### config.mk
export PLATFORM = sky130hd
export DESIGN_NAME = midpoint_ellipse_outline_flat
export DESIGN_NICKNAME = d
export VERILOG_FILES = /design/src/hdl/meo_pkg.sv /design/src/hdl/meo_cmd_if.sv /design/src/hdl/meo_pix_if.sv /design/src/hdl/midpoint_ellipse_outline.sv /design/src/flat_wrapper.sv
export SDC_FILE = /design/constraint.sdc
export NUM_CORES = 2
export LEC_CHECK = 0
export BUFFER_PORTS_ARGS = -buffer_cell sky130_fd_sc_hd__buf_2
export CELL_PAD_IN_SITES_DETAIL_PLACEMENT = 0
export CELL_PAD_IN_SITES_GLOBAL_PLACEMENT = 1
export CORE_MARGIN = 2
export CORE_UTILIZATION = 31
export CTS_BUF_LIST = sky130_fd_sc_hd__clkbuf_8
export DETAILED_ROUTE_END_ITERATION = 6
export GPL_TIMING_DRIVEN = 0
export MAX_ROUTING_LAYER = met4
export PLACE_DENSITY_LB_ADDON = 0.1
export SYNTH_ARGS = -nofsm -noshare
export SYNTH_HDL_FRONTEND = slang
export SYNTH_SLANG_ARGS = --single-unit
export TNS_END_PERCENT = 30
### constraint.sdc
create_clock -name clk -period 9.9 [get_ports clk]
set_input_delay 0.495 -clock clk [delete_from_list [all_inputs] [get_ports clk]]
set_output_delay 0.495 -clock clk [all_outputs]
set_load 0.02 [all_outputs]
### src/hdl/meo_pkg.sv
// Package: widths, command codes and types for the midpoint ellipse outline block.
`default_nettype none

package meo_pkg;

    localparam int RADIUS_BITS = 10;
    localparam int COORD_BITS  = 12;

    localparam int PIX_BITS = COORD_BITS + 1;
    localparam int STEPX_W  = RADIUS_BITS + 1;
    localparam int STEPY_W  = RADIUS_BITS + 2;
    localparam int SQ_W     = 2 * RADIUS_BITS;
    localparam int GRAD_W   = 3 * RADIUS_BITS + 4;
    localparam int DEC_W    = 4 * RADIUS_BITS + 8;
    localparam int MUL_W    = 2 * RADIUS_BITS + 4;
    localparam int PROD_W   = 2 * MUL_W;

    // command codes carried by mode
    localparam logic MODE_START   = 1'b0;
    localparam logic MODE_ADVANCE = 1'b1;

    typedef logic        [RADIUS_BITS-1:0] radius_t;
    typedef logic signed [COORD_BITS-1:0]  coord_t;
    typedef logic signed [PIX_BITS-1:0]    pix_t;

endpackage

`default_nettype wire

### src/hdl/meo_cmd_if.sv
// Interface: command channel (start / advance transactions).
`default_nettype none

interface meo_cmd_if
    import meo_pkg::*;
();
    logic    valid;
    logic    ready;
    logic    mode;
    radius_t radius_x;
    radius_t radius_y;
    coord_t  centre_x;
    coord_t  centre_y;

    modport source (output valid, output mode, output radius_x, output radius_y,
                    output centre_x, output centre_y, input ready);
    modport sink   (input valid, input mode, input radius_x, input radius_y,
                    input centre_x, input centre_y, output ready);
endinterface

`default_nettype wire

### src/hdl/meo_pix_if.sv
// Interface: pixel result channel.
`default_nettype none

interface meo_pix_if
    import meo_pkg::*;
();
    logic valid;
    logic ready;
    pix_t pixel_x;
    pix_t pixel_y;
    logic done_res;
    logic last;

    modport source (output valid, output pixel_x, output pixel_y, output done_res,
                    output last, input ready);
    modport sink   (input valid, input pixel_x, input pixel_y, input done_res,
                    input last, output ready);
endinterface

`default_nettype wire

### src/hdl/midpoint_ellipse_outline.sv
// Top level: two-region midpoint ellipse outline rasterizer.
//
//  channel | dir | payload                                   | transaction
//  --------+-----+-------------------------------------------+---------------------------
//  cmd     | in  | mode, radius_x, radius_y, centre_x/_y     | start or advance one step
//  pix     | out | pixel_x, pixel_y, done_res, last          | one pixel, or done marker
//
//  Start: accept, then states M0..M4, with the shared multiplier used in M0..M2.
//  Advance: accept, four pixels in EMIT (held while pix stalls), then UPD_A, UPD_B;
//  the region switch first runs SW0..SW5 on the shared multiplier.
//  Finished/idle advance: accept, then FIN sends the done transaction.
//  One item at a time: cmd.ready is high only while the sequencer is idle.
//  pix stalls hold the pixel loop; a registered output slot lets the next
//  command be taken while the last result still waits.
//  Reset (rst_n low, async) returns to idle and clears control state; payload registers are not reset.
`default_nettype none

module midpoint_ellipse_outline
    import meo_pkg::*;
(
    input  wire       clk,
    input  wire       rst_n,
    meo_cmd_if.sink   cmd,
    meo_pix_if.source pix
);

    // walk phase
    localparam logic [1:0] PH_IDLE = 2'd0;
    localparam logic [1:0] PH_R1   = 2'd1;
    localparam logic [1:0] PH_R2   = 2'd2;
    localparam logic [1:0] PH_DONE = 2'd3;

    // sequencer states
    localparam logic [3:0] ST_IDLE  = 4'd0;
    localparam logic [3:0] ST_M0    = 4'd1;   // rx*rx
    localparam logic [3:0] ST_M1    = 4'd2;   // ry*ry
    localparam logic [3:0] ST_M2    = 4'd3;   // rx2*ry
    localparam logic [3:0] ST_M3    = 4'd4;
    localparam logic [3:0] ST_M4    = 4'd5;
    localparam logic [3:0] ST_SW0   = 4'd6;   // tx*tx
    localparam logic [3:0] ST_SW1   = 4'd7;   // ry2*tx2
    localparam logic [3:0] ST_SW2   = 4'd8;   // ty*ty
    localparam logic [3:0] ST_SW3   = 4'd9;   // rx2*ty2
    localparam logic [3:0] ST_SW4   = 4'd10;  // rx2*ry2
    localparam logic [3:0] ST_SW5   = 4'd11;
    localparam logic [3:0] ST_EMIT  = 4'd12;
    localparam logic [3:0] ST_UPD_A = 4'd13;
    localparam logic [3:0] ST_UPD_B = 4'd14;
    localparam logic [3:0] ST_FIN   = 4'd15;

    // ---------------- registers ----------------
    logic [3:0]                state_reg, state_next;
    logic [1:0]                phase_reg, phase_next;
    logic [1:0]                k_reg, k_next;
    logic [STEPX_W-1:0]        step_x_reg, step_x_next;
    logic signed [STEPY_W-1:0] step_y_reg, step_y_next;
    logic signed [GRAD_W-1:0]  grad_x_reg, grad_x_next;
    logic signed [GRAD_W-1:0]  grad_y_reg, grad_y_next;
    logic signed [DEC_W-1:0]   dec_reg, dec_next;
    radius_t                   rx_reg, rx_next;
    radius_t                   ry_reg, ry_next;
    coord_t                    cx_reg, cx_next;
    coord_t                    cy_reg, cy_next;
    logic [SQ_W-1:0]           rx2_reg, rx2_next;
    logic [SQ_W-1:0]           ry2_reg, ry2_next;
    logic [PROD_W-1:0]         prod_reg, prod_next;
    logic                      out_valid_reg, out_valid_next;
    pix_t                      px_reg, px_next;
    pix_t                      py_reg, py_next;
    logic                      done_reg, done_next;
    logic                      last_reg, last_next;

    // ---------------- shared multiplier ----------------
    logic [MUL_W-1:0] mul_a;
    logic [MUL_W-1:0] mul_b;

    assign prod_next = mul_a * mul_b;

    // region switch operands: tx = 2x+1, ty = y-1 (y >= 0 here, so |ty| fits)
    logic [STEPX_W:0]          tx;
    logic signed [STEPY_W-1:0] ty;
    logic [STEPY_W-1:0]        ty_abs;

    assign tx     = {step_x_reg, 1'b1};
    assign ty     = step_y_reg - STEPY_W'(1);
    assign ty_abs = ty[STEPY_W-1] ? STEPY_W'(-ty) : STEPY_W'(ty);

    // decision sign tests
    logic dec_neg;
    logic dec_pos;

    assign dec_neg = dec_reg[DEC_W-1];
    assign dec_pos = !dec_reg[DEC_W-1] && (dec_reg != '0);

    // step increment terms
    logic signed [GRAD_W-1:0] two_rx2;
    logic signed [GRAD_W-1:0] two_ry2;

    assign two_rx2 = GRAD_W'({rx2_reg, 1'b0});
    assign two_ry2 = GRAD_W'({ry2_reg, 1'b0});

    // decision update: 4 * (gx? - gy? + sq)
    logic                     use_gx;
    logic                     use_gy;
    logic [SQ_W-1:0]          upd_sq;
    logic signed [DEC_W-1:0]  dec_term;

    always_comb
    begin
        if (phase_reg == PH_R2)
        begin
            use_gx = !dec_pos;
            use_gy = 1'b1;
            upd_sq = rx2_reg;
        end
        else
        begin
            use_gx = 1'b1;
            use_gy = !dec_neg;
            upd_sq = ry2_reg;
        end
    end

    assign dec_term = (use_gx ? DEC_W'(grad_x_reg) : '0)
                    - (use_gy ? DEC_W'(grad_y_reg) : '0)
                    + $signed(DEC_W'(upd_sq));

    // symmetric pixel for quadrant k: bit 0 flips x, bit 1 flips y
    pix_t cx_ext;
    pix_t cy_ext;
    pix_t sx_ext;
    pix_t sy_ext;
    pix_t quad_x;
    pix_t quad_y;

    assign cx_ext = PIX_BITS'(cx_reg);
    assign cy_ext = PIX_BITS'(cy_reg);
    assign sx_ext = PIX_BITS'($signed({1'b0, step_x_reg}));
    assign sy_ext = PIX_BITS'(step_y_reg);
    assign quad_x = k_reg[0] ? (cx_ext - sx_ext) : (cx_ext + sx_ext);
    assign quad_y = k_reg[1] ? (cy_ext - sy_ext) : (cy_ext + sy_ext);

    logic slot_free;

    assign slot_free = !out_valid_reg || pix.ready;

    // ---------------- sequencer ----------------
    always_comb
    begin
        state_next  = state_reg;
        phase_next  = phase_reg;
        k_next      = k_reg;
        step_x_next = step_x_reg;
        step_y_next = step_y_reg;
        grad_x_next = grad_x_reg;
        grad_y_next = grad_y_reg;
        dec_next    = dec_reg;
        rx_next     = rx_reg;
        ry_next     = ry_reg;
        cx_next     = cx_reg;
        cy_next     = cy_reg;
        rx2_next    = rx2_reg;
        ry2_next    = ry2_reg;
        mul_a       = '0;
        mul_b       = '0;

        out_valid_next = out_valid_reg && !pix.ready;
        px_next        = px_reg;
        py_next        = py_reg;
        done_next      = done_reg;
        last_next      = last_reg;

        case (state_reg)
            ST_IDLE:
            begin
                if (cmd.valid)
                begin
                    if (cmd.mode == MODE_START)
                    begin
                        rx_next     = cmd.radius_x;
                        ry_next     = cmd.radius_y;
                        cx_next     = cmd.centre_x;
                        cy_next     = cmd.centre_y;
                        step_x_next = '0;
                        step_y_next = $signed({2'b00, cmd.radius_y});
                        grad_x_next = '0;
                        phase_next  = PH_R1;
                        state_next  = ST_M0;
                    end
                    else
                    begin
                        k_next = '0;
                        case (phase_reg)
                            PH_R1:
                            begin
                                if (grad_x_reg < grad_y_reg)
                                    state_next = ST_EMIT;
                                else
                                    state_next = ST_SW0;
                            end
                            PH_R2:
                            begin
                                if (!step_y_reg[STEPY_W-1])
                                    state_next = ST_EMIT;
                                else
                                begin
                                    phase_next = PH_DONE;
                                    state_next = ST_FIN;
                                end
                            end
                            default:
                            begin
                                state_next = ST_FIN;
                            end
                        endcase
                    end
                end
            end

            // start setup
            ST_M0:
            begin
                mul_a      = MUL_W'(rx_reg);
                mul_b      = MUL_W'(rx_reg);
                state_next = ST_M1;
            end
            ST_M1:
            begin
                rx2_next   = prod_reg[SQ_W-1:0];
                mul_a      = MUL_W'(ry_reg);
                mul_b      = MUL_W'(ry_reg);
                state_next = ST_M2;
            end
            ST_M2:
            begin
                ry2_next   = prod_reg[SQ_W-1:0];
                mul_a      = MUL_W'(rx2_reg);
                mul_b      = MUL_W'(ry_reg);
                state_next = ST_M3;
            end
            ST_M3:
            begin
                grad_y_next = $signed(GRAD_W'({prod_reg, 1'b0}));
                dec_next    = $signed(DEC_W'({ry2_reg, 2'b00})) + $signed(DEC_W'(rx2_reg));
                state_next  = ST_M4;
            end
            ST_M4:
            begin
                // 4*rx2*ry = 2*grad_y
                dec_next   = dec_reg - (DEC_W'(grad_y_reg) <<< 1);
                state_next = ST_IDLE;
            end

            // region 2 decision: ry2*tx^2 + 4*rx2*ty^2 - 4*rx2*ry2
            ST_SW0:
            begin
                mul_a      = MUL_W'(tx);
                mul_b      = MUL_W'(tx);
                state_next = ST_SW1;
            end
            ST_SW1:
            begin
                mul_a      = MUL_W'(ry2_reg);
                mul_b      = prod_reg[MUL_W-1:0];
                state_next = ST_SW2;
            end
            ST_SW2:
            begin
                dec_next   = $signed(DEC_W'(prod_reg));
                mul_a      = MUL_W'(ty_abs);
                mul_b      = MUL_W'(ty_abs);
                state_next = ST_SW3;
            end
            ST_SW3:
            begin
                mul_a      = MUL_W'(rx2_reg);
                mul_b      = prod_reg[MUL_W-1:0];
                state_next = ST_SW4;
            end
            ST_SW4:
            begin
                dec_next   = dec_reg + $signed(DEC_W'({prod_reg, 2'b00}));
                mul_a      = MUL_W'(rx2_reg);
                mul_b      = MUL_W'(ry2_reg);
                state_next = ST_SW5;
            end
            ST_SW5:
            begin
                dec_next   = dec_reg - $signed(DEC_W'({prod_reg, 2'b00}));
                if (!step_y_reg[STEPY_W-1])
                begin
                    phase_next = PH_R2;
                    state_next = ST_EMIT;
                end
                else
                begin
                    phase_next = PH_DONE;
                    state_next = ST_FIN;
                end
            end

            // four symmetric pixels, last on the fourth
            ST_EMIT:
            begin
                if (slot_free)
                begin
                    out_valid_next = 1'b1;
                    px_next        = quad_x;
                    py_next        = quad_y;
                    done_next      = 1'b0;
                    last_next      = (k_reg == 2'd3);
                    k_next         = k_reg + 2'd1;
                    if (k_reg == 2'd3)
                        state_next = ST_UPD_A;
                end
            end

            ST_UPD_A:
            begin
                if (phase_reg == PH_R2)
                begin
                    step_y_next = step_y_reg - STEPY_W'(1);
                    grad_y_next = grad_y_reg - two_rx2;
                    if (!dec_pos)
                    begin
                        step_x_next = step_x_reg + STEPX_W'(1);
                        grad_x_next = grad_x_reg + two_ry2;
                    end
                end
                else
                begin
                    step_x_next = step_x_reg + STEPX_W'(1);
                    grad_x_next = grad_x_reg + two_ry2;
                    if (!dec_neg)
                    begin
                        step_y_next = step_y_reg - STEPY_W'(1);
                        grad_y_next = grad_y_reg - two_rx2;
                    end
                end
                state_next = ST_UPD_B;
            end

            ST_UPD_B:
            begin
                dec_next   = dec_reg + (dec_term <<< 2);
                state_next = ST_IDLE;
            end

            ST_FIN:
            begin
                if (slot_free)
                begin
                    out_valid_next = 1'b1;
                    px_next        = '0;
                    py_next        = '0;
                    done_next      = 1'b1;
                    last_next      = 1'b1;
                    state_next     = ST_IDLE;
                end
            end

            default:
            begin
                state_next = ST_IDLE;
            end
        endcase
    end

    always_ff @(posedge clk or negedge rst_n)
    begin
        if (!rst_n)
        begin
            state_reg     <= ST_IDLE;
            phase_reg     <= PH_IDLE;
            k_reg         <= '0;
            step_x_reg    <= '0;
            step_y_reg    <= '0;
            grad_x_reg    <= '0;
            grad_y_reg    <= '0;
            dec_reg       <= '0;
            rx_reg        <= '0;
            ry_reg        <= '0;
            cx_reg        <= '0;
            cy_reg        <= '0;
            rx2_reg       <= '0;
            ry2_reg       <= '0;
            out_valid_reg <= 1'b0;
        end
        else
        begin
            state_reg     <= state_next;
            phase_reg     <= phase_next;
            k_reg         <= k_next;
            step_x_reg    <= step_x_next;
            step_y_reg    <= step_y_next;
            grad_x_reg    <= grad_x_next;
            grad_y_reg    <= grad_y_next;
            dec_reg       <= dec_next;
            rx_reg        <= rx_next;
            ry_reg        <= ry_next;
            cx_reg        <= cx_next;
            cy_reg        <= cy_next;
            rx2_reg       <= rx2_next;
            ry2_reg       <= ry2_next;
            out_valid_reg <= out_valid_next;
        end
    end

    // payload: no reset
    always_ff @(posedge clk)
    begin
        prod_reg <= prod_next;
        px_reg   <= px_next;
        py_reg   <= py_next;
        done_reg <= done_next;
        last_reg <= last_next;
    end

    assign cmd.ready    = (state_reg == ST_IDLE);
    assign pix.valid    = out_valid_reg;
    assign pix.pixel_x  = px_reg;
    assign pix.pixel_y  = py_reg;
    assign pix.done_res = done_reg;
    assign pix.last     = last_reg;

    // ---------------- assertions ----------------
    a_phase_sticky: assert property (@(posedge clk) disable iff (!rst_n)
        (phase_reg != PH_IDLE) |=> (phase_reg != PH_IDLE))
        else $error("walk phase fell back to idle");

    a_one_item: assert property (@(posedge clk) disable iff (!rst_n)
        (cmd.valid && cmd.ready) |=> !cmd.ready)
        else $error("command taken while previous one in progress");

    a_done_marker: assert property (@(posedge clk) disable iff (!rst_n)
        (pix.valid && pix.done_res) |-> (pix.last && pix.pixel_x == '0 && pix.pixel_y == '0))
        else $error("done transaction malformed");

    a_emit_in_region: assert property (@(posedge clk) disable iff (!rst_n)
        (state_reg == ST_EMIT) |-> (phase_reg == PH_R1 || phase_reg == PH_R2))
        else $error("pixels emitted outside a region");

endmodule

`default_nettype wire
### src/flat_wrapper.sv
// flat-port wrapper written by rule: the top's interface ports become plain ports
module midpoint_ellipse_outline_flat import meo_pkg::*;
  (clk, rst_n, cmd_valid, cmd_mode, cmd_radius_x, cmd_radius_y, cmd_centre_x, cmd_centre_y, cmd_ready, pix_valid, pix_pixel_x, pix_pixel_y, pix_done_res, pix_last, pix_ready);
  meo_cmd_if cmd_i ();
  meo_pix_if pix_i ();
  input  wire clk;
  input  wire rst_n;
  input wire logic [$bits(cmd_i.valid)-1:0] cmd_valid;
  input wire logic [$bits(cmd_i.mode)-1:0] cmd_mode;
  input wire logic [$bits(cmd_i.radius_x)-1:0] cmd_radius_x;
  input wire logic [$bits(cmd_i.radius_y)-1:0] cmd_radius_y;
  input wire logic [$bits(cmd_i.centre_x)-1:0] cmd_centre_x;
  input wire logic [$bits(cmd_i.centre_y)-1:0] cmd_centre_y;
  output wire logic [$bits(cmd_i.ready)-1:0] cmd_ready;
  output wire logic [$bits(pix_i.valid)-1:0] pix_valid;
  output wire logic [$bits(pix_i.pixel_x)-1:0] pix_pixel_x;
  output wire logic [$bits(pix_i.pixel_y)-1:0] pix_pixel_y;
  output wire logic [$bits(pix_i.done_res)-1:0] pix_done_res;
  output wire logic [$bits(pix_i.last)-1:0] pix_last;
  input wire logic [$bits(pix_i.ready)-1:0] pix_ready;
  assign cmd_i.valid = cmd_valid;
  assign cmd_i.mode = cmd_mode;
  assign cmd_i.radius_x = cmd_radius_x;
  assign cmd_i.radius_y = cmd_radius_y;
  assign cmd_i.centre_x = cmd_centre_x;
  assign cmd_i.centre_y = cmd_centre_y;
  assign cmd_ready = cmd_i.ready;
  assign pix_valid = pix_i.valid;
  assign pix_pixel_x = pix_i.pixel_x;
  assign pix_pixel_y = pix_i.pixel_y;
  assign pix_done_res = pix_i.done_res;
  assign pix_last = pix_i.last;
  assign pix_i.ready = pix_ready;
  midpoint_ellipse_outline u_core (.clk(clk), .rst_n(rst_n), .cmd(cmd_i), .pix(pix_i));
endmodule
; ---- Word level (Yosys, flattened, before mapping)
; Index checks and enable logic that the tools add are counted.
[word_totals]
reg_bits = 308
out_inout_bits = 30
inputBits = 49
wordCells = 156
[op_classes]
mux = 60
reduce_logical = 28
n_bitwise = 1
n_mul = 1
eq_ne = 28
n_addsub = 17
n_lt_le_gt_ge = 1
[op_table]
columns = operator, n
row1 = $pmux 48 s6, 1
row2 = $mux 34, 6
row3 = $pmux 24 s6, 1
row4 = $pmux 34 s2, 2
row5 = $pmux 20 s6, 1
row6 = $add 48x48->48, 2
row7 = $mux 46, 2
row8 = $mux 13, 5
row9 = $mux 12, 5
row10 = $pmux 4 s15, 1
row11 = $pmux 13 s2, 2
row12 = $reduce_bool 48->1, 1
row13 = $sub 48x35->48, 1
row14 = $sub 48x48->48, 1
row15 = $add 46x20->46, 1
row16 = $sub 46x46->46, 1
row17 = $mul 20x24->44, 1
row18 = $mux 11, 4
row19 = $add 34x22->34, 1
row20 = $lt 34x34->1, 1
row21 = $sub 34x22->34, 1
row22 = $eq 4x4->1 const B, 8
row23 = $add 12x12->13, 2
row24 = $sub 12x12->13, 2
row25 = 35 further kinds, 83

; ---- Longest topological paths before layout
[logic_depth]
depth_word = 9
depth_mapped = 38
depth_no_buf = 37

; ---- Least setup slack after synthesis
; Ideal clock, no wire load.
[synth_path]
path_kind = flip-flop to flip-flop
start = reg u_core.step_y_reg[2]
end = reg u_core.prod_reg[41]
setup_ns = 0.072
setup_slack_ns = 1.070
t_required_ns = 9.828
stages_incl_launch_ff = 38
arrival_ns = 8.758
synth_period_minus_slack_ns = 8.830
path_buffers = 1
cell_sequence = dfrtp_1 inv_1 ha_1 a21boi_0 xnor2_1 nand3_1 nor3_1 a31oi_1 xor2_1 o21ai_0 nand2b_1 clkbuf_1 nand2_1 fa_1 inv_1 fa_1 inv_1 fa_1 (+2 left out) inv_1 fa_1 inv_1 fa_1 inv_1 fa_1 inv_1 ha_1 inv_1 a2111oi_0 a221oi_2 o22ai_1 o311ai_1 a21oi_1 nor4b_1 o31ai_1 a21oi_1 xnor2_1
[synth_via]
elab_chain_len = 5
word_cells_on_any_way = 6
classes_between = 2 x add/sub / 1 x mul / 3 x mux
[synth_lines]
columns = element, line_no
row1 = "start, declared", midpoint_ellipse_outline.sv:56  ; logic signed [STEPY_W-1:0] step_y_reg, step_y_next;
row2 = "start signal, assigned", midpoint_ellipse_outline.sv:395  ; step_y_reg <= step_y_next;
row3 = $sub 12x2->12 *, midpoint_ellipse_outline.sv:85  ; assign ty = step_y_reg - STEPY_W'(1);
row4 = $neg 12->12, midpoint_ellipse_outline.sv:86  ; assign ty_abs = ty[STEPY_W-1] ? STEPY_W'(-ty) : STEPY_W'(ty);
row5 = $mux 12 *, midpoint_ellipse_outline.sv:86
row6 = $pmux 20 s6 / $pmux 24 s6 (equally long branches), midpoint_ellipse_outline.sv:173  ; case (state_reg)
row7 = $mul 20x24->44 *, midpoint_ellipse_outline.sv:77  ; assign prod_next = mul_a * mul_b;
row8 = net u_core.prod_next[41], midpoint_ellipse_outline.sv:66  ; logic [PROD_W-1:0] prod_reg, prod_next;
row9 = "end signal, assigned", midpoint_ellipse_outline.sv:412  ; prod_reg <= prod_next;
row10 = "end, declared", midpoint_ellipse_outline.sv:66
; The timed path passes the listed nets; every way through them passes the cells marked *.
; A chain may end at the register's enable or synchronous reset.

; ---- Worst setup path in the final report
[layout_path]
start = reg u_core.state_reg[3]
end = reg u_core.prod_reg[42]
[layout_via]
elab_chain_len = 4
word_cells_on_any_way = 14
classes_between = 1 x mul / 8 x eq/ne / 2 x mux / 3 x reduce/logical
[layout_lines]
columns = element, line_no
row1 = "start, declared", midpoint_ellipse_outline.sv:52  ; logic [3:0] state_reg, state_next;
row2 = "start signal, assigned", midpoint_ellipse_outline.sv:391  ; state_reg <= state_next;
row3 = $eq 4x2->1 (tied with other cells), midpoint_ellipse_outline.sv:173
row4 = $reduce_or 3->1 (no source line) / $reduce_or 2->1 (equally long branches), -
row5 = $pmux 20 s6 / $pmux 24 s6 (equally long branches), midpoint_ellipse_outline.sv:173
row6 = $mul 20x24->44 *, midpoint_ellipse_outline.sv:77
row7 = net u_core.prod_next[42], midpoint_ellipse_outline.sv:66
; Marks and branches as above.

==> impl_metrics.ini <==
[outcome]
status = finished with violations
violations = design-rule violations

[layout]
layout_commonest_cell = nand2_1
final_util_pct = 35.1
finalNetCount = 6425
largest_reg_flops = 48
final_layout_size_suffix_gt1_share_pct = 7.86
area_growth_pct = 13.0
layout_common_cells = nand2_1 (698), inv_1 (660), nor2_1 (498)
layout.cells.non_filler = 7462

[yosys]
syn_area_sq_um = 43300
syn_area_per_cell_sq_um = 8.13
ys_types = 94
ys_seq_area_share_pct = 17.3
synth_top_area_share_pct = 19.4
synth_area_leaders = fa_1 (19%), dfrtp_1 (13%), ha_1 (12%)
async_flop_share_pct = 76.2
ys_ff_latch = 302
yosysWarnings = 0
synth_ff_type = dfrtp_1
syn_inst = 5319
yosysTopAreaCell = fa_1
synth_edf_count = 28

[place]
gp_congestion = 0.949
post-place-cells = 7281
dp_hpwl_um = 161000
portBuffers = 78

[sta]
drv_slew = 0
rsz0062_at_grt = yes
finalSetupViolCount = 0
whs_ns = 0.0684
hold_violations = 0
max_slew.worst_pin.slew_ns = 1.43
relSlewSlack_pct = 4.61
period_share_pct = 98.6
fin_skew_ns = 0.0391
fmaxAchievable_mhz = 102
min_period_ns = 9.76
final.setup.tns_ns = 0

[floorplanning]
io_pins = 79
dieHeight_um = 378
dieArea_sq_um = 143000
fp.coreArea_sq_um = 139000
rows = 137
start_util_pct = 31.1
die_w_um = 378

[route]
drt_iter0_drc = 3433
drt_pass1_iterations = 7
wirelength_um = 199000
routed_via_density = 5.42
postRouteAntennaNets = 0
vias = 40412
drc = 16
wire_per_inst_um = 26.7

[grt]
antenna_found_initial = 7
grt_pass1_vias = 40348
grt_max_degree = 94
grt.total_usage_pct = 28.5
gr-total-overflow = 0
grt_pass1_wl_um = 287000

[worst_setup_path]
arrival_ns = 10.43
worst_setup_path_start_kind = register
cp_max_fo = 10
crit_type = register to register
endpoint_kind = register
cpPeakStageDelay_ns = 0.74
cpMaxStageDelayCell = a222oi_1
rrSetupSlack_ns = 0.14
cpMostUsedCell = fa_1
critPathRequiredTime_ns = 10.58

[clock_tree]
clk_pin_slew_worst_paths_ns = 0.06
clock_latency_ns = 0.76
ctsRootBufferMaster = clkbuf_8
tritoncts = done
clockBufferDepth = 3
numCtsBuffers = 67
clock-sinks = 302
cts_max_level = 3

[power_and_ir_drop]
p_total_uw = 17200
power.leakage_uw = 0.0230
power_density_nw_per_um2 = 351
vdd_drop_max_uv = 155

[job]
cap_violations = 0

[worst_hold_path]
hold_class = primary input to register
## what timing repair did
action | 4_1_cts | 5_1_grt
hold buffers | 41 | 0
endpoints found under the setup margin | 49 | 28
hold endpoints to repair | 100 | 0
setup buffers | 13 | 15
gates resized for setup | 158 | 75
pin swaps | 10 | 11
## path summary, 6_finish.rpt
check,to,depth (start not counted),start
min in group asynchronous,u_core.grad_x_reg[30],2,rst_n
max in group asynchronous,u_core.step_y_reg[4],4,rst_n
setup reg to reg,u_core.prod_reg[42],31,u_core.state_reg[3]
hold / removal,u_core.ry_reg[1],3,cmd_radius_y[1]
setup / recovery,u_core.prod_reg[42],31,u_core.state_reg[3]
hold reg to reg,u_core.cx_reg[8],2,u_core.cx_reg[8]
## worst max-delay path: cells and delay by family, from the launching register on
family | cells | cell delay [ns]
compound gates | 8 | 2.22
xor+xnor | 1 | 0.17
fa+ha+maj | 8 | 3.96
buf+inv | 8 | 1.26
flops | 1 | 0.49
simple gates | 6 | 1.52
## routing by layer
layer | wire length (um) | vias up | global-route usage [%]
met5 | 0 | - | -
met4 | 5820 | 0 | 8.14
met3 | 10100 | 256 | 2.91
met2 | 92100 | 1230 | 45.3
met1 | 91300 | 20483 | 38.5
li1 | - | 18443 | -
## cells in the mapped netlist (all sizes together) (35+ instances only)
cell type,instances
nand2b,71
clkbuf,223
nor3,73
fa,419
ha,420
o21ai,286
nor2,503
nand3,94
a31oi,48
and2,52
nand4,50
a21oi,302
buf,35
nor2b,53
xnor2,170
a222oi,35
a22oi,54
dfrtp,230
a211oi,37
xor2,113
nand2,700
o21bai,41
dfxtp,44
inv,643
a21o,127
## logic make-up after synthesis
logic type / share of synthesized area (%)
simple gates: 17.8
compound gates: 18.3
buf+inv: 7.93
fa+ha+maj: 31.5
flops: 17.3
xor+xnor: 5.73
mux: 1.31
other cells: 0.0174
## area by class of cell
type	count	area, sq um
Timing Repair Buffer	154	1140
Clock inverter	36	267
Inverter	644	2420
Sequential cell	302	7480
Tap cell	1876	2350
Multi-Input combinational cell	4116	32900
Fill cell	14863	90200
Antenna cell	1	2.50
Clock buffer	81	1110
Buffer	252	1160
## power breakdown
group          switching, uW  internal (uW)  total [uW]
registers                743           1800        2540
logic                   8680           4400       13100
clock network            728            803        1530
## metrics by stage
step / setup slack [ns] / instance area (sq um)
after detailed placement: -2.16 / 46100
final: 0.141 / 48900
after global routing: -0.115 / 48900
after CTS: 0.0223 / 48500
after global placement: -2.28 / 46000
after floorplan: 1.07 / 43300
No activity file was read; power rests on OpenSTA's default activity.
